File: src/rtl/gcd_pkg.sv
// Shared types, widths, constants and arithmetic helpers of the great circle distance unit.
`timescale 1ns / 1ps
`default_nettype none

package gcd_pkg;

    localparam int LAT_W  = 30;
    localparam int LON_W  = 31;
    localparam int ANG_W  = 30;
    localparam int DIST_W = 34;
    localparam int RAD_W  = 32;

    localparam int CORDIC_STAGES = 24;
    localparam int SQRT_STAGES   = 32;
    localparam int BACK_LAT      = 2 * CORDIC_STAGES + 41;

    localparam int AW  = 36;
    localparam int SCW = 32;
    localparam int CW  = 36;
    localparam int VW  = 34;
    localparam int RW  = 36;

    localparam int QDEPTH = 4;
    localparam int QAW    = 2;

    localparam logic signed [AW-1:0] PI_Q30      = 36'sd3373259426;
    localparam logic signed [AW-1:0] HALF_PI_Q30 = 36'sd1686629713;
    localparam logic signed [AW-1:0] TWO_PI_Q30  = 36'sd6746518852;
    localparam logic signed [CW-1:0] KINV_Q30    = 36'sd652032874;
    localparam logic [RAD_W-1:0]     RADIUS_RESET = 32'd417647493;

    localparam logic [31:0] ATAN_TAB [0:31] = '{
        32'h3243F6A8, 32'h1DAC6705, 32'h0FADBAFC, 32'h07F56EA6, 32'h03FEAB76,
        32'h01FFD55B, 32'h00FFFAAA, 32'h007FFF55, 32'h003FFFEA, 32'h001FFFFD,
        32'h000FFFFF, 32'h0007FFFF, 32'h0003FFFF, 32'h0001FFFF, 32'h0000FFFF,
        32'h00007FFF, 32'h00003FFF, 32'h00001FFF, 32'h00000FFF, 32'h000007FF,
        32'h000003FF, 32'h000001FF, 32'h000000FF, 32'h0000007F, 32'h0000003F,
        32'h0000001F, 32'h0000000F, 32'h00000008, 32'h00000004, 32'h00000002,
        32'h00000001, 32'h00000000
    };

    typedef struct packed {
        logic signed [SCW-1:0] ang;
        logic                  neg;
    } red_angle_t;

    typedef struct packed {
        red_angle_t lat_a;
        red_angle_t lat_b;
        red_angle_t dlon;
    } queue_item_t;

    function automatic logic signed [CW-1:0] atan_q30(input int unsigned i);
        return signed'(CW'(ATAN_TAB[5'(i)]));
    endfunction

    // Arithmetic shift that truncates toward zero.
    function automatic logic signed [CW-1:0] shr0(input logic signed [CW-1:0] v,
                                                  input int unsigned s);
        return (v < 0) ? -((-v) >>> s) : (v >>> s);
    endfunction

    // Q30 product, truncated toward zero.
    function automatic logic signed [VW-1:0] mulq(input logic signed [VW-1:0] a,
                                                  input logic signed [VW-1:0] b);
        logic signed [2*VW-1:0] p;
        logic signed [2*VW-1:0] q;
        p = a * b;
        q = (p < 0) ? -((-p) >>> 30) : (p >>> 30);
        return q[VW-1:0];
    endfunction

    // Moves an angle in [-pi, pi] into [-pi/2, pi/2] and flags the half turn.
    function automatic red_angle_t fold_half(input logic signed [AW-1:0] a);
        red_angle_t             r;
        logic signed [AW-1:0]   t;
        t     = a;
        r.neg = 1'b0;
        if (a > HALF_PI_Q30)
        begin
            t     = a - PI_Q30;
            r.neg = 1'b1;
        end
        else if (a < -HALF_PI_Q30)
        begin
            t     = a + PI_Q30;
            r.neg = 1'b1;
        end
        r.ang = t[SCW-1:0];
        return r;
    endfunction

endpackage

`default_nettype wire

File: src/rtl/gcd_queue.sv
// Short queue that decouples the front end from the back end.
`timescale 1ns / 1ps
`default_nettype none

module gcd_queue (
    input  wire                  clk,
    input  wire                  rst_n,
    input  wire                  in_valid,
    output logic                 in_ready,
    input  gcd_pkg::queue_item_t in_item,
    output logic                 out_valid,
    input  wire                  out_ready,
    output gcd_pkg::queue_item_t out_item
);
    import gcd_pkg::*;

    queue_item_t      mem_reg [0:QDEPTH-1];
    logic [QAW-1:0]   wr_ptr_reg, wr_ptr_next;
    logic [QAW-1:0]   rd_ptr_reg, rd_ptr_next;
    logic [QAW:0]     count_reg, count_next;
    logic             push;
    logic             pop;

    assign in_ready  = count_reg != (QAW+1)'(QDEPTH);
    assign out_valid = count_reg != '0;
    assign out_item  = mem_reg[rd_ptr_reg];
    assign push      = in_valid && in_ready;
    assign pop       = out_valid && out_ready;

    always_comb
    begin
        wr_ptr_next = push ? wr_ptr_reg + 1'b1 : wr_ptr_reg;
        rd_ptr_next = pop ? rd_ptr_reg + 1'b1 : rd_ptr_reg;
        count_next  = count_reg;
        if (push && !pop)
        begin
            count_next = count_reg + 1'b1;
        end
        else if (pop && !push)
        begin
            count_next = count_reg - 1'b1;
        end
    end

    always_ff @(posedge clk or negedge rst_n)
    begin
        if (!rst_n)
        begin
            wr_ptr_reg <= '0;
            rd_ptr_reg <= '0;
            count_reg  <= '0;
        end
        else
        begin
            wr_ptr_reg <= wr_ptr_next;
            rd_ptr_reg <= rd_ptr_next;
            count_reg  <= count_next;
        end
    end

    always_ff @(posedge clk)
    begin
        if (push)
        begin
            mem_reg[wr_ptr_reg] <= in_item;
        end
    end

endmodule

`default_nettype wire

File: config.mk
export PLATFORM = sky130hd
export DESIGN_NAME = gcd_queue
export DESIGN_NICKNAME = d
export VERILOG_FILES = /design/src/rtl/gcd_pkg.sv /design/src/rtl/gcd_queue.sv
export SDC_FILE = /design/constraint.sdc
export NUM_CORES = 1
export LEC_CHECK = 0
export ABC_AREA = 1
export BUFFER_PORTS_ARGS = -buffer_cell sky130_fd_sc_hd__buf_2
export CORE_MARGIN = 3
export CORE_UTILIZATION = 50
export DETAILED_ROUTE_END_ITERATION = 12
export MAX_ROUTING_LAYER = met4
export PLACE_DENSITY = 0.7
export SLEW_MARGIN = 10
export SYNTH_ARGS = -nofsm -noshare
export SYNTH_HDL_FRONTEND = slang
export SYNTH_SLANG_ARGS = --single-unit
File: constraint.sdc
create_clock -name clk -period 6.32 [get_ports clk]
set_input_delay 0.316 -clock clk [delete_from_list [all_inputs] [get_ports clk]]
set_output_delay 0.316 -clock clk [all_outputs]
set_load 0.01 [all_outputs]
==> metrics.md <==
| Metric | Value |
|---|---|
| Status | `complete, no violations` |
| Y dimension of the die | `187 um` |
| Data required, critical path | `6.00 ns` |
| Setup skew after layout | `0.0104 ns` |
| Critical path, cell by cell | `clkinv_8 > buf_4 > nand2_1 > o211ai_1 > nand2_1 > buf_2` |
| Largest cells by area after synthesis | `sky130_fd_sc_hd__edfxtp_1, sky130_fd_sc_hd__nand2_1, sky130_fd_sc_hd__o211ai_1, sky130_fd_sc_hd__inv_1, sky130_fd_sc_hd__o211ai_2` |
| CP Launch Type | `register` |
| Wire length of the first global-routing pass | `51000 um` |
| Crit path largest cell delay | `1.04 ns` |
| Reported leakage power | `0.00802 uW` |
| Hold-critical path endpoint | `mem_reg[3][97]` |
| Layout overhead on the synthesized area | `20.2%` |
| Cell taking the most area after synthesis | `sky130_fd_sc_hd__edfxtp_1` |
| CP top delay family | `buffers and inverters` |
| Die W | `187 um` |
| Cell mode on critical path | `sky130_fd_sc_hd__nand2_1` |
| Overall routed net length | `32100 um` |
| Cell type of the slowest stage on the worst timing path | `sky130_fd_sc_hd__buf_4` |
| Detail-routed via count per cell | `4.96` |
| Violation count after the first detailed-routing iteration | `612` |
| Synthesized area per cell | `13.6 um^2` |
| Register bit count reported by yosys | `403` |
| Launch point of the worst reg-to-reg path | `count_reg[0]` |
| Quantity of I/O buffers inserted on ports | `203` |
| Total GRT Usage | `18.6%` |
| Count of final setup violators | `0` |
| Share of cells above drive strength 1 | `21.4%` |
| Buf+Inv Stages, Crit Path | `3` |
| Routed length per placed instance | `16.4 um` |
| Sequential element share of the synthesized area | `73.3%` |
| Compound-gate portion of the synthesized area | `10.6%` |
| Rel. slew slack | `16.6%` |
| Number of setup buffers added after CTS | `0` |
| Worst reg2reg endpoint | `mem_reg[1][91]` |
| Distinct cell type count of the synthesized netlist | `19` |
| Number of flip-flops under the largest register name | `396` |
| Fraction of the mapped netlist area in adder cells | `0.501%` |
| Worst hold path type | `primary input to register` |
| Number of nets produced by synthesis | `1322` |
| Post-Synth Simple-Gate Area | `7.50%` |
| Setup repair after global routing missed its margin | `no` |
| Number of global-route vias before repair | `9807` |
| Remaining DRCs | `0` |
| Share of the synthesized area in the top cell type | `72.2%` |
| Worst VDD drop | `0.456 mV` |
| Number of failing hold endpoints at the final stage | `0` |
| Starting density of the core | `51.4%` |
| Register-to-register path setup slack | `3.35 ns` |
| Overall power | `8960 uW` |
| XOR/XNOR Fraction of Synth Area | `0.0532%` |
| Areal power density over the cells | `452 nW/um^2` |
| Number of antenna violations at the first check in global routing | `1` |
| Arrival time of the worst setup path | `3.32 ns` |
| Hold Path Origin | `in_item[97]` |
| Max FO, Critical Path | `275` |
| Final count of pins violating max slew | `0` |
| TritonCTS clock tree | `done` |
| Min-Delay Path Depth | `1` |
| Number of optimization iterations in the first detailed-route pass | `5` |
| Min cycle time layout | `3.64 ns` |
| Gate Count Post-Synth | `1213` |
| Sinks on Clock Net | `403` |
| Count of synthesis-stage warnings from yosys | `0` |
| Portion of netlist area occupied by mux cells | `0%` |
| Number of clock buffers inserted by TritonCTS | `42` |
| Maximum clock insertion buffer count | `3` |
| Mapped Area | `16500 um^2` |
| Sort of element at the end of the critical path | `output port` |
| Final period util | `57.6%` |
| Largest net degree at the start of global routing | `276` |
| Clock transition at the register clock pins on the worst setup and hold paths after CTS | `0.06 ns` |
| Latest clock arrival within the worst-skew pair | `0.52 ns` |
| Die area | `35200 um^2` |
| Vias | `9741` |
| Length in cells of the worst reg-to-reg path | `5` |
| H-tree depth | `2` |
| Detailed Place HPWL | `17400 um` |
| Placer's final routability congestion estimate | `0.740` |
| Number of ports placed on the die boundary | `204` |
| Maximum clock rate | `0.275 GHz` |
| Total number of nets in the final design | `1604` |
| Worst setup path class | `register to output port` |
| Grt ovf | `0` |
| Antenna viol nets, final | `0` |
| Total negative setup slack | `0 ns` |
| Slew @ Worst Pin | `1.25 ns` |
| Placement row count | `65` |
| Core Region | `32000 um^2` |
| Combinational family with the most area after synthesis | `compound AO/OA/AOI/OAI gates` |
| Clock tree root buffer cell | `sky130_fd_sc_hd__clkbuf_16` |
| Max Cap Violations | `0` |
-- layout by cell type, fill, tap and decap left out --
master                            n
sky130_fd_sc_hd__edfxtp_1       396
sky130_fd_sc_hd__nand2_1        314
sky130_fd_sc_hd__inv_1          211
sky130_fd_sc_hd__buf_2          203
sky130_fd_sc_hd__o211ai_1       148
sky130_fd_sc_hd__dlygate4sd3_1   88
sky130_fd_sc_hd__o211ai_2        50
sky130_fd_sc_hd__clkbuf_16       45
sky130_fd_sc_hd__clkbuf_1        12
sky130_fd_sc_hd__clkinv_1        11
sky130_fd_sc_hd__buf_4           11
sky130_fd_sc_hd__nand3_1          7
sky130_fd_sc_hd__clkinv_2         6
sky130_fd_sc_hd__dfrtp_1          6
sky130_fd_sc_hd__ha_1             5
sky130_fd_sc_hd__nor2_4           4
sky130_fd_sc_hd__clkbuf_8         3
sky130_fd_sc_hd__diode_2          1
sky130_fd_sc_hd__clkinv_8         1
sky130_fd_sc_hd__inv_4            1
sky130_fd_sc_hd__inv_2            1
sky130_fd_sc_hd__o21ai_0          1
sky130_fd_sc_hd__xnor2_1          1
sky130_fd_sc_hd__nand4_1          1
sky130_fd_sc_hd__fa_1             1
sky130_fd_sc_hd__clkinvlp_4       1
sky130_fd_sc_hd__dfrtp_4          1
-- what timing repair did --
action / CTS / global route
hold buffers: 87 / 1
endpoints found under the hold margin: 345 / 3
gates resized for setup: 0 / 0
-- worst max path at each step --
| stage | start | endpoint | slack (ns) | cells after the start |
|---|---|---|---|---|
| 6_report | rd_ptr_reg[0] | out_item[29] | 2.68 | 6 |
| 5_1_grt | rd_ptr_reg[0] | out_item[35] | 2.30 | 6 |
| 4_1_cts | rd_ptr_reg[0] | out_item[29] | 2.53 | 6 |
| 3_5_place_dp | rd_ptr_reg[0] | out_item[29] | 3.13 | 6 |
| 3_3_place_gp | rd_ptr_reg[0] | out_item[28] | 3.21 | 6 |
| 2_1_floorplan | count_reg[0] | mem_reg[0][0] | 0.83 | 4 |
-- Yosys cell counts (all sizes together) --
cell	number
buf	52
clkbuf	12
dfrtp	7
edfxtp	396
fa	1
ha	5
inv	214
nand2	314
nand3	7
nand4	1
nor2	4
o211ai	198
o21ai	1
xnor2	1
-- layer usage --
| metal | up-vias | GRT usage [%] | routed length, um |
|---|---|---|---|
| li1 | 4800 | - | - |
| met1 | 4644 | 23.2 | 13700 |
| met2 | 251 | 31.3 | 15800 |
| met3 | 46 | 4.41 | 2120 |
| met4 | 0 | 4.30 | 538 |
| met5 | - | - | 0 |
-- report_power, final --
part,leakage [uW],internal [uW],switching [uW]
combinational,0.00368,986,2000
clock,0.000631,1330,942
sequential,0.00371,3520,186
-- through the flow --
step | instance area, um^2 | setup WS (ns) | hold slack (ns) | cells | util (%)
finish | 19800 | 2.68 | 0.0244 | 1965 | 61.8
global route | 19800 | 2.30 | 0.00338 | 1965 | 61.8
CTS | 19800 | 2.53 | 0.000102 | 1963 | 61.8
detailed placement | 17600 | 3.13 | 0.157 | 1798 | 55.0
global placement | 17600 | 3.21 | 0.159 | 1798 | 55.0
floorplan | 16500 | 0.825 | 0.0204 | 1213 | -
-- cells by family after synthesis --
kind of cell,Yosys count
flip-flops,403
AND/OR/NAND/NOR,326
buffers and inverters,278
AO/OA/AOI/OAI,199
adder cells (fa/ha/maj),6
XOR/XNOR,1
-- final cells by class --
type,instances,area [um^2]
multi-input cells,532,3100
clock inverters,18,78.8
diodes,1,2.50
clock buffers,60,1210
inverters,214,818
well taps,435,544
fillers,2504,12200
flip-flops and latches,403,12100
repair buffers,302,1980
-- worst reg2reg max path, cell delays in order, from the launching register on --
cell and delay (ns):
sky130_fd_sc_hd__dfrtp_1 0.43, sky130_fd_sc_hd__inv_2 0.05, sky130_fd_sc_hd__nand3_1 0.14, sky130_fd_sc_hd__nand2_1 0.30
sky130_fd_sc_hd__nor2_4 0.95, sky130_fd_sc_hd__buf_4 0.70
Note: power is estimated with default switching activity, not from simulation.
