===== config.mk =====
export PLATFORM = sky130hd
export DESIGN_NAME = gcd_front_flat
export DESIGN_NICKNAME = d
export VERILOG_FILES = /design/src/rtl/gcd_pkg.sv /design/src/rtl/gcd_intf.sv /design/src/rtl/gcd_front.sv /design/src/flat_wrapper.sv
export SDC_FILE = /design/constraint.sdc
export NUM_CORES = 1
export LEC_CHECK = 0
export BUFFER_PORTS_ARGS = -buffer_cell sky130_fd_sc_hd__buf_2
export CELL_PAD_IN_SITES_DETAIL_PLACEMENT = 1
export CELL_PAD_IN_SITES_GLOBAL_PLACEMENT = 1
export CORE_ASPECT_RATIO = 1.1
export CORE_MARGIN = 5
export CORE_UTILIZATION = 48
export CTS_BUF_LIST = sky130_fd_sc_hd__clkbuf_16
export DETAILED_ROUTE_END_ITERATION = 8
export GPL_TIMING_DRIVEN = 0
export PLACE_DENSITY = 0.83
export SLEW_MARGIN = 20
export SYNTH_ARGS = -nofsm -noshare
export SYNTH_HDL_FRONTEND = slang
export SYNTH_SLANG_ARGS = --single-unit

===== constraint.sdc =====
create_clock -name clk -period 13.84 [get_ports clk]
set_input_delay 0.692 -clock clk [delete_from_list [all_inputs] [get_ports clk]]
set_output_delay 0.692 -clock clk [all_outputs]
set_load 0.01 [all_outputs]

===== src/rtl/gcd_pkg.sv =====
// Shared types, widths, constants and arithmetic helpers of the great circle distance unit.
`timescale 1ns / 1ps
`default_nettype none

package gcd_pkg;

    localparam int LAT_W  = 30;
    localparam int LON_W  = 31;
    localparam int ANG_W  = 30;
    localparam int DIST_W = 34;
    localparam int RAD_W  = 32;

    localparam int CORDIC_STAGES = 24;
    localparam int SQRT_STAGES   = 32;
    localparam int BACK_LAT      = 2 * CORDIC_STAGES + 41;

    localparam int AW  = 36;
    localparam int SCW = 32;
    localparam int CW  = 36;
    localparam int VW  = 34;
    localparam int RW  = 36;

    localparam int QDEPTH = 4;
    localparam int QAW    = 2;

    localparam logic signed [AW-1:0] PI_Q30      = 36'sd3373259426;
    localparam logic signed [AW-1:0] HALF_PI_Q30 = 36'sd1686629713;
    localparam logic signed [AW-1:0] TWO_PI_Q30  = 36'sd6746518852;
    localparam logic signed [CW-1:0] KINV_Q30    = 36'sd652032874;
    localparam logic [RAD_W-1:0]     RADIUS_RESET = 32'd417647493;

    localparam logic [31:0] ATAN_TAB [0:31] = '{
        32'h3243F6A8, 32'h1DAC6705, 32'h0FADBAFC, 32'h07F56EA6, 32'h03FEAB76,
        32'h01FFD55B, 32'h00FFFAAA, 32'h007FFF55, 32'h003FFFEA, 32'h001FFFFD,
        32'h000FFFFF, 32'h0007FFFF, 32'h0003FFFF, 32'h0001FFFF, 32'h0000FFFF,
        32'h00007FFF, 32'h00003FFF, 32'h00001FFF, 32'h00000FFF, 32'h000007FF,
        32'h000003FF, 32'h000001FF, 32'h000000FF, 32'h0000007F, 32'h0000003F,
        32'h0000001F, 32'h0000000F, 32'h00000008, 32'h00000004, 32'h00000002,
        32'h00000001, 32'h00000000
    };

    typedef struct packed {
        logic signed [SCW-1:0] ang;
        logic                  neg;
    } red_angle_t;

    typedef struct packed {
        red_angle_t lat_a;
        red_angle_t lat_b;
        red_angle_t dlon;
    } queue_item_t;

    function automatic logic signed [CW-1:0] atan_q30(input int unsigned i);
        return signed'(CW'(ATAN_TAB[5'(i)]));
    endfunction

    // Arithmetic shift that truncates toward zero.
    function automatic logic signed [CW-1:0] shr0(input logic signed [CW-1:0] v,
                                                  input int unsigned s);
        return (v < 0) ? -((-v) >>> s) : (v >>> s);
    endfunction

    // Q30 product, truncated toward zero.
    function automatic logic signed [VW-1:0] mulq(input logic signed [VW-1:0] a,
                                                  input logic signed [VW-1:0] b);
        logic signed [2*VW-1:0] p;
        logic signed [2*VW-1:0] q;
        p = a * b;
        q = (p < 0) ? -((-p) >>> 30) : (p >>> 30);
        return q[VW-1:0];
    endfunction

    // Moves an angle in [-pi, pi] into [-pi/2, pi/2] and flags the half turn.
    function automatic red_angle_t fold_half(input logic signed [AW-1:0] a);
        red_angle_t             r;
        logic signed [AW-1:0]   t;
        t     = a;
        r.neg = 1'b0;
        if (a > HALF_PI_Q30)
        begin
            t     = a - PI_Q30;
            r.neg = 1'b1;
        end
        else if (a < -HALF_PI_Q30)
        begin
            t     = a + PI_Q30;
            r.neg = 1'b1;
        end
        r.ang = t[SCW-1:0];
        return r;
    endfunction

endpackage

`default_nettype wire


===== src/rtl/gcd_intf.sv =====
// Channel interfaces of the great circle distance unit: point pairs, results and radius writes.
`timescale 1ns / 1ps
`default_nettype none

interface gcd_point_if;
    import gcd_pkg::*;
    logic                    valid;
    logic                    ready;
    logic signed [LAT_W-1:0] lat_a;
    logic signed [LON_W-1:0] lon_a;
    logic signed [LAT_W-1:0] lat_b;
    logic signed [LON_W-1:0] lon_b;
    modport source (output valid, output lat_a, output lon_a, output lat_b, output lon_b,
                    input ready);
    modport sink (input valid, input lat_a, input lon_a, input lat_b, input lon_b,
                  output ready);
endinterface


`default_nettype wire


===== src/rtl/gcd_front.sv =====
// Front end: accepts point pairs, reduces the three angles and classifies their half turn.
`timescale 1ns / 1ps
`default_nettype none

module gcd_front (
    input  wire                  clk,
    input  wire                  rst_n,
    gcd_point_if.sink            points,
    output gcd_pkg::queue_item_t item,
    output logic                 item_valid,
    input  wire                  item_ready
);
    import gcd_pkg::*;

    logic                  en;
    logic                  f0_valid_reg;
    logic                  f1_valid_reg;
    logic                  f2_valid_reg;
    logic                  f3_valid_reg;
    logic signed [AW-1:0]  la0_reg, lb0_reg, dl0_reg;
    logic signed [AW-1:0]  la1_reg, lb1_reg, dm1_reg;
    logic                  ds1_reg;
    logic signed [AW-1:0]  la2_reg, lb2_reg, dl2_reg;
    queue_item_t           item_reg;
    logic signed [AW-1:0]  dl_mag;
    logic signed [AW-1:0]  dl_signed;
    logic signed [AW-1:0]  dl_wrapped;

    assign en           = !f3_valid_reg || item_ready;
    assign points.ready = en;
    assign item_valid   = f3_valid_reg;
    assign item         = item_reg;

    always_comb
    begin
        dl_mag    = (dl0_reg < 0) ? -dl0_reg : dl0_reg;
        dl_signed = ds1_reg ? -dm1_reg : dm1_reg;
        if (dl_signed > PI_Q30)
        begin
            dl_wrapped = dl_signed - TWO_PI_Q30;
        end
        else if (dl_signed < -PI_Q30)
        begin
            dl_wrapped = dl_signed + TWO_PI_Q30;
        end
        else
        begin
            dl_wrapped = dl_signed;
        end
    end

    always_ff @(posedge clk or negedge rst_n)
    begin
        if (!rst_n)
        begin
            f0_valid_reg <= 1'b0;
            f1_valid_reg <= 1'b0;
            f2_valid_reg <= 1'b0;
            f3_valid_reg <= 1'b0;
        end
        else if (en)
        begin
            f0_valid_reg <= points.valid;
            f1_valid_reg <= f0_valid_reg;
            f2_valid_reg <= f1_valid_reg;
            f3_valid_reg <= f2_valid_reg;
        end
    end

    always_ff @(posedge clk)
    begin
        if (en)
        begin
            la0_reg <= AW'(points.lat_a) <<< 2;
            lb0_reg <= AW'(points.lat_b) <<< 2;
            dl0_reg <= (AW'(points.lon_b) - AW'(points.lon_a)) <<< 2;

            la1_reg <= la0_reg;
            lb1_reg <= lb0_reg;
            ds1_reg <= dl0_reg < 0;
            dm1_reg <= (dl_mag >= TWO_PI_Q30) ? dl_mag - TWO_PI_Q30 : dl_mag;

            la2_reg <= la1_reg;
            lb2_reg <= lb1_reg;
            dl2_reg <= dl_wrapped;

            item_reg.lat_a <= fold_half(la2_reg);
            item_reg.lat_b <= fold_half(lb2_reg);
            item_reg.dlon  <= fold_half(dl2_reg);
        end
    end

endmodule

`default_nettype wire


===== src/flat_wrapper.sv =====
// flat-port wrapper written by rule: the top's interface ports become plain ports
module gcd_front_flat import gcd_pkg::*;
  (clk, rst_n, item, item_valid, item_ready, points_valid, points_lat_a, points_lon_a, points_lat_b, points_lon_b, points_ready);
  gcd_point_if points_i ();
  input  wire clk;
  input  wire rst_n;
  output gcd_pkg::queue_item_t item;
  output logic item_valid;
  input  wire item_ready;
  input wire logic [$bits(points_i.valid)-1:0] points_valid;
  input wire logic [$bits(points_i.lat_a)-1:0] points_lat_a;
  input wire logic [$bits(points_i.lon_a)-1:0] points_lon_a;
  input wire logic [$bits(points_i.lat_b)-1:0] points_lat_b;
  input wire logic [$bits(points_i.lon_b)-1:0] points_lon_b;
  output wire logic [$bits(points_i.ready)-1:0] points_ready;
  assign points_i.valid = points_valid;
  assign points_i.lat_a = points_lat_a;
  assign points_i.lon_a = points_lon_a;
  assign points_i.lat_b = points_lat_b;
  assign points_i.lon_b = points_lon_b;
  assign points_ready = points_i.ready;
  gcd_front u_core (.clk(clk), .rst_n(rst_n), .points(points_i), .item(item), .item_valid(item_valid), .item_ready(item_ready));
endmodule

==> impl_metrics.py, run 1 <==
metrics = {
    "final_layout": {
        "fin_cells": 2839,
        "fin_nets": 2403,
        "layout-drive-gt1-share": 0.164,
        "largest_reg_flops": 93,
        "postLayoutCellArea_um2": 25000,
        "area_delta_synth_final_pct": 15.2,
    },
    "timing": {
        "rsz0062_at_grt": "false",
        "fmaxAchievable_ghz": 0.189,
        "fin_crit_ps": 5300,
        "whs_ps": 289,
        "hold_viol": 0,
        "fin_crit_sh": 0.383,
        "setup_violations": 0,
        "worst_pin_slew_ps": 1030,
        "maxSlewViolCount": 0,
        "postLayoutSetupSlackWorst_ps": 8540,
        "skew_ps": 49.0,
        "relSlewSlack": 0.308,
    },
    "setup_path": {
        "worst-path-max-fanout": 10,
        "max_stage_delay_ps": 580,
        "cp-start-kind": "flip-flop",
        "cp_top_family": "simple AND/OR/NAND/NOR gates",
        "r2r-start": "u_core.dm1_reg[2]$_DFFE_PP_",
        "path_cells": "buf_6 -> inv_1 -> ha_1 -> buf_2 -> or4b_1 -> clkbuf_1 -> nor4_4 -> a311oi_1 -> nor2_1 -> o311a_1 -> a31oi_1 -> o31ai_4 -> buf_2 -> o32ai_1 -> xnor2_1",
        "cp_common_cell": "buf_2",
        "crit_path_start": "u_core.dm1_reg[2]$_DFFE_PP_",
        "cp.depth": 15,
        "crit_arrival_ps": 5550,
        "worstRegToRegCells": 15,
        "crit_path_end_kind": "flip-flop",
        "cp_data_required_time_ps": 14080,
        "rr_endpoint": "u_core.dl2_reg[27]$_DFFE_PP_",
        "reg2reg_slack_ps": 8540,
        "critPathKind": "flip-flop to flip-flop",
        "critPathBufInv": 5,
        "cp_slowest_cell": "nor2_1",
        "endpoint": "u_core.dl2_reg[27]$_DFFE_PP_",
    },
    "synth": {
        "synth_common_cells": "edfxtp_1, xnor2_1, nand2_1",
        "synthFlopType": "edfxtp_1",
        "yosysTopAreaCellShare": 0.518,
        "syn-instance-count": 1951,
        "ys_seq_area_frac": 0.523,
        "synth_seq_cells": 378,
        "synth.most_common_cell": "edfxtp_1",
        "avgSynthCellArea_um2": 11.1,
        "synthArstFlopShare": 0.0106,
        "synthTopCellsByArea": "edfxtp_1, xnor2_1, xor2_1, ha_1, a21oi_1",
        "syn_area_um2": 21700,
        "synth_cell_types": 103,
        "yosys.area.top_type": "edfxtp_1",
        "synth_edf_count": 374,
        "yosys_warnings": 0,
    },
    "power_and_ir_drop": {
        "p_total_mw": 6.01,
        "power.density_nw_per_um2": 240,
        "leakagePower_nw": 9.39,
        "ir_drop_mv": 0.153,
    },
    "grt": {
        "grt_pass1_wl_um": 94400,
        "grt_max_degree": 64,
        "grt_usage": 0.236,
        "antenna_found_initial": 1,
        "grt_pass1_vias": 17563,
        "grt_overflow": 0,
    },
    "clock_network": {
        "cts.sinks": 378,
        "worstSkewPairLatency_ps": 580,
        "cts-root-buf": "clkbuf_16",
        "clk_pin_slew_ps": 60,
        "cts_resized": 0,
        "cts_tree": "done",
        "htree_levels": 2,
        "cts_buffers": 41,
        "clockBufferDepth": 3,
    },
    "placement": {
        "port_buffers": 223,
        "pre_cts_ws_ps": 8590,
        "dpl.hpwl_um": 45800,
        "placed_cell_area_um2": 23700,
        "place_inst": 2764,
        "place_congestion": 0.876,
    },
    "die": {
        "fp.dieH_um": 233,
        "core_area_um2": 44600,
        "initial_core_util": 0.486,
        "die_x_um": 213,
        "rows": 81,
        "ios": 227,
        "dieArea_um2": 49500,
    },
    "detailed_routing": {
        "postRouteAntennaNets": 0,
        "routed_wl_um": 60100,
        "vias": 16695,
        "drc": 0,
        "drt_iter0_markers": 1118,
        "wire_per_inst_um": 21.2,
        "drt_first_pass_iters": 5,
        "vias_per_cell": 5.88,
    },
    "flow_run": {
        "maxCapViolCount": 0,
    },
    "outcome": {
        "status": "completed",
    },
    "min_path": {
        "hp-class": "input pin to flip-flop",
    },
}
-- worst register-to-register path: cells and delay by family (launching register included) --
kind | cells | cell delay (ps)
simple gates | 3 | 1600
compound gates | 5 | 1410
buf+inv | 5 | 1130
flops | 1 | 480
xor+xnor | 1 | 190
fa+ha+maj | 1 | 160
-- cell type report --
class	instances	area (µm²)
Multi-Input combinational cell	1389	9610
Timing Repair Buffer	231	1300
Inverter	85	319
Sequential cell	378	11300
Tap cell	581	727
Buffer	101	444
Antenna cell	1	2.50
Clock buffer	43	1080
Clock inverter	30	188
Fill cell	4845	19600
-- layout by cell type (no fill, tap or decap), drive strengths merged, types with 22 or more instances in the layout --
cell type and n:
edfxtp 374, inv 96, a21o 35, nand3 42, xnor2 136, nor4 24, nor3 53, clkbuf 119
nor2 126, o21ai 88, buf 255, and2 22, o22ai 31, nand2 128, a21oi 97, nand2b 30
xor2 86, o31ai 30, ha 49, or3 31
-- layer usage --
metal	vias to the layer above	share of wire	track usage
met5	-	0	0
met4	0	0.026	0.0716
met3	95	0.035	0.0252
met2	420	0.54	0.453
met1	8259	0.40	0.275
li1	7921	-	-
-- cell families after synthesis --
logic type      count (synthesis)  synth area share
other cells                     1          0.000173
mux                            17           0.00814
xor+xnor                      223            0.0916
flops                         378             0.523
simple gates                  575             0.141
fa+ha+maj                      50            0.0292
buf+inv                       186            0.0352
compound gates                521             0.172
-- worst min-delay path by stage --
stage | startpoint | end | cells past startpoint
after global placement | u_core.la1_reg[5]$_DFFE_PP_ | u_core.la2_reg[5]$_DFFE_PP_ | 0
after floorplan | rst_n | u_core.f0_valid_reg$_DFFE_PN0P_ | 0
final | points_lat_b[29] | u_core.lb0_reg[31]$_DFFE_PP_ | 1
after detailed placement | u_core.lb0_reg[11]$_DFFE_PP_ | u_core.lb1_reg[11]$_DFFE_PP_ | 0
after CTS | points_lat_b[29] | u_core.lb0_reg[31]$_DFFE_PP_ | 1
after global routing | points_lat_a[23] | u_core.la0_reg[25]$_DFFE_PP_ | 1
-- stage by stage --
step,util,TNS (ps)
global route,0.560,0
detailed placement,0.532,0
finish,0.560,0
CTS,0.560,0
global placement,0.528,-923
floorplan,-,0
-- where the power goes --
part / internal (mW) / leakage [nW] / total (mW) / switching, mW
logic: 1.03 / 4.94 / 2.77 / 1.74
registers: 1.92 / 3.81 / 2.22 / 0.299
clock network: 0.581 / 0.647 / 1.02 / 0.438
-- repair_timing --
action,in CTS,in global routing
setup buffers,0,0
endpoints found under the setup margin,0,0
hold buffers,1,0
hold endpoints to repair,4,0
No activity file was read; power rests on OpenSTA's default activity.
==> run 2: changes to the inputs <==
==> constraint.sdc (replaced) <==
create_clock -name clk -period 5.4 [get_ports clk]
set_input_delay 0.27 -clock clk [delete_from_list [all_inputs] [get_ports clk]]
set_output_delay 0.27 -clock clk [all_outputs]
set_load 0.01 [all_outputs]
==> run 2 against run 1 <==
Against the previous run:
- register-to-register slack got worse by 8100 ps
- combinational power rose to 2.6 times the previous value
- die area is the same
- clock skew down 14 ps
- sequential power rose to 2.6 times the previous value
- worst hold slack got worse by 250 ps
- count of clock-buffer cells in the layout shrank 3
- design area rose by 3.3%
- non-clock buffer count up 65
- highest routed layer unchanged
==> impl_metrics.py, run 2 (synthesized netlist as in run 1, its figures left out) <==
metrics = {
    "outcome": {
        "status": "completed",
    },
    "placement": {
        "port_buffers": 223,
        "place_congestion": 0.885,
        "dpl.hpwl_um": 44700,
    },
    "setup_path": {
        "cp-start-kind": "flip-flop",
        "r2r-start": "u_core.dm1_reg[2]$_DFFE_PP_",
        "crit_path_end_kind": "flip-flop",
        "cp_top_family": "compound AO/OA/AOI/OAI gates",
        "critPathKind": "flip-flop to flip-flop",
        "cp_data_required_time_ps": 5680,
        "worst-path-max-fanout": 10,
        "path_cells": "buf_6 -> inv_1 -> ha_1 -> buf_2 -> or4b_1 -> clkbuf_1 -> nor4_4 -> a311oi_1 -> nor2_2 -> o311a_1 -> a31oi_1 -> o31ai_4 -> buf_2 -> o32ai_1 -> xnor2_1",
        "cp_common_cell": "buf_2",
        "critPathBufInv": 5,
        "max_stage_delay_ps": 540,
        "crit_arrival_ps": 5260,
        "cp_slowest_cell": "nor4_4",
        "crit_path_start": "u_core.dm1_reg[2]$_DFFE_PP_",
    },
    "clock_network": {
        "cts.sinks": 378,
        "cts_buffers": 40,
        "clockBufferDepth": 3,
        "cts-root-buf": "clkbuf_16",
        "clk_pin_slew_ps": 70,
        "cts_tree": "done",
        "htree_levels": 2,
        "worstSkewPairLatency_ps": 580,
    },
    "power_and_ir_drop": {
        "leakagePower_nw": 9.74,
        "intPower_mw": 9.41,
        "swShare": 0.410,
        "p_switching_mw": 6.53,
        "power.density_nw_per_um2": 617,
        "clockPowerShare": 0.190,
        "ir_drop_mv": 0.283,
        "power_frac_seq": 0.359,
        "comb_power_share": 0.451,
    },
    "timing": {
        "relSlewSlack": 0.325,
        "fin_crit_ps": 4980,
        "fmaxAchievable_ghz": 0.201,
        "rsz0062_at_grt": "false",
        "worst_pin_slew_ps": 1000,
        "fin_crit_sh": 0.923,
        "whs_ps": 39.6,
        "setup_violations": 0,
        "tns_ps": 0,
        "maxSlewViolCount": 0,
        "skew_ps": 35.2,
        "hold_viol": 0,
    },
    "final_layout": {
        "multi_input_area_um2": 9610,
        "area_delta_synth_final_pct": 19.1,
        "fin_nets": 2467,
        "final_common_cell": "edfxtp_1",
        "fillerInstances": 4698,
        "final_cell_mix": "edfxtp_1, buf_2, xnor2_1, nand2_1, nor2_1",
        "layout-drive-gt1-share": 0.165,
        "regArea_um2": 11300,
        "largest_reg_flops": 93,
    },
    "detailed_routing": {
        "routed_wl_um": 64000,
        "wire_per_inst_um": 22.0,
        "wl_met2_um": 34500,
        "drt_iter0_markers": 1085,
        "vias_per_cell": 5.88,
        "postRouteAntennaNets": 0,
        "vias": 17070,
        "drc": 0,
        "highest_layer": "met4",
        "route.met3.wl_um": 2540,
        "drt_first_pass_iters": 7,
        "wl_met1_um": 24600,
    },
    "grt": {
        "grt_usage": 0.256,
        "grt_pass1_wl_um": 102000,
        "grt_max_degree": 64,
        "grt_pass1_vias": 18242,
        "grt_overflow": 0,
        "antenna_found_initial": 1,
    },
    "flow_run": {
        "maxCapViolCount": 0,
    },
    "die": {
        "dieArea_um2": 49500,
        "die_x_um": 213,
        "core_area_um2": 44600,
        "fp.dieH_um": 233,
        "ios": 227,
        "rows": 81,
        "initial_core_util": 0.486,
    },
    "min_path": {
        "hp-class": "input pin to async pin",
    },
}
-- run 2: cell count changes in the layout (fill, tap and decap cells not counted), sizes merged --
cell | previous run | this run
buf | 255 | 259
bufinv | 1 | 9
clkbuf | 119 | 116
clkinv | 15 | 21
clkinvlp | 3 | 0
dlygate4sd3 | 1 | 62
inv | 96 | 89
-- run 2: layer usage --
metal  vias up  track usage
li1       8051            -
met1      8389        0.297
met4         0       0.0922
met2       488        0.478
met3       142       0.0351
met5         -            0
-- run 2: layout make-up --
class                      instances  share of cell area
antenna                            1           0.0000969
sequential                       378               0.439
clock inverter                    34              0.0175
multi-input combinational       1389               0.372
buffer                           101              0.0172
timing repair buffer             296              0.0749
clock buffer                      40              0.0388
inverter                          85              0.0124
tap                              581              0.0282
-- run 2: path summary, 6_finish.rpt --
| kind | endpoint | slack (ps) | cells after the start |
|---|---|---|---|
| max | u_core.dl2_reg[27]$_DFFE_PP_ | 420 | 15 |
| min | u_core.f2_valid_reg$_DFFE_PN0P_ | 40 | 2 |
| max reg2reg | u_core.dl2_reg[27]$_DFFE_PP_ | 420 | 15 |
| min reg2reg | u_core.la2_reg[26]$_DFFE_PP_ | 410 | 0 |
| max in group asynchronous | u_core.f0_valid_reg$_DFFE_PN0P_ | 5230 | 2 |
| min in group clk | u_core.dl0_reg[2]$_DFFE_PP_ | 120 | 3 |
-- run 2: power by group through the flow --
| stage | clock network (mW) | registers (mW) | logic, mW |
|---|---|---|---|
| 6_report | 3.03 | 5.72 | 7.18 |
| 4_1_cts | 3.06 | 5.69 | 7.15 |
| 3_3_place_gp | 0 | 5.72 | 6.59 |
| 2_1_floorplan | 0 | 5.73 | 4.75 |
| 3_5_place_dp | 0 | 5.71 | 6.99 |
| 5_1_grt | 3.23 | 5.83 | 7.82 |
-- run 2: metrics by stage --
step                utilization  setup slack, ps  cell area [µm²]  cells  power [mW]
floorplan                     -             1420            21700   1953        10.5
global placement          0.528              260            23500   2757        12.3
detailed placement        0.532              239            23700   2765        12.7
CTS                       0.578              219            25800   2901        15.9
global route              0.579              101            25800   2905        16.9
finish                    0.579              418            25800   2905        15.9
-- run 2: what timing repair did --
action                                  in CTS  in global routing
endpoints found under the hold margin       65                  0
endpoints found under the setup margin       0                 23
resized for setup                            0                  1
hold buffers                                62                  0
setup buffers                                0                  3
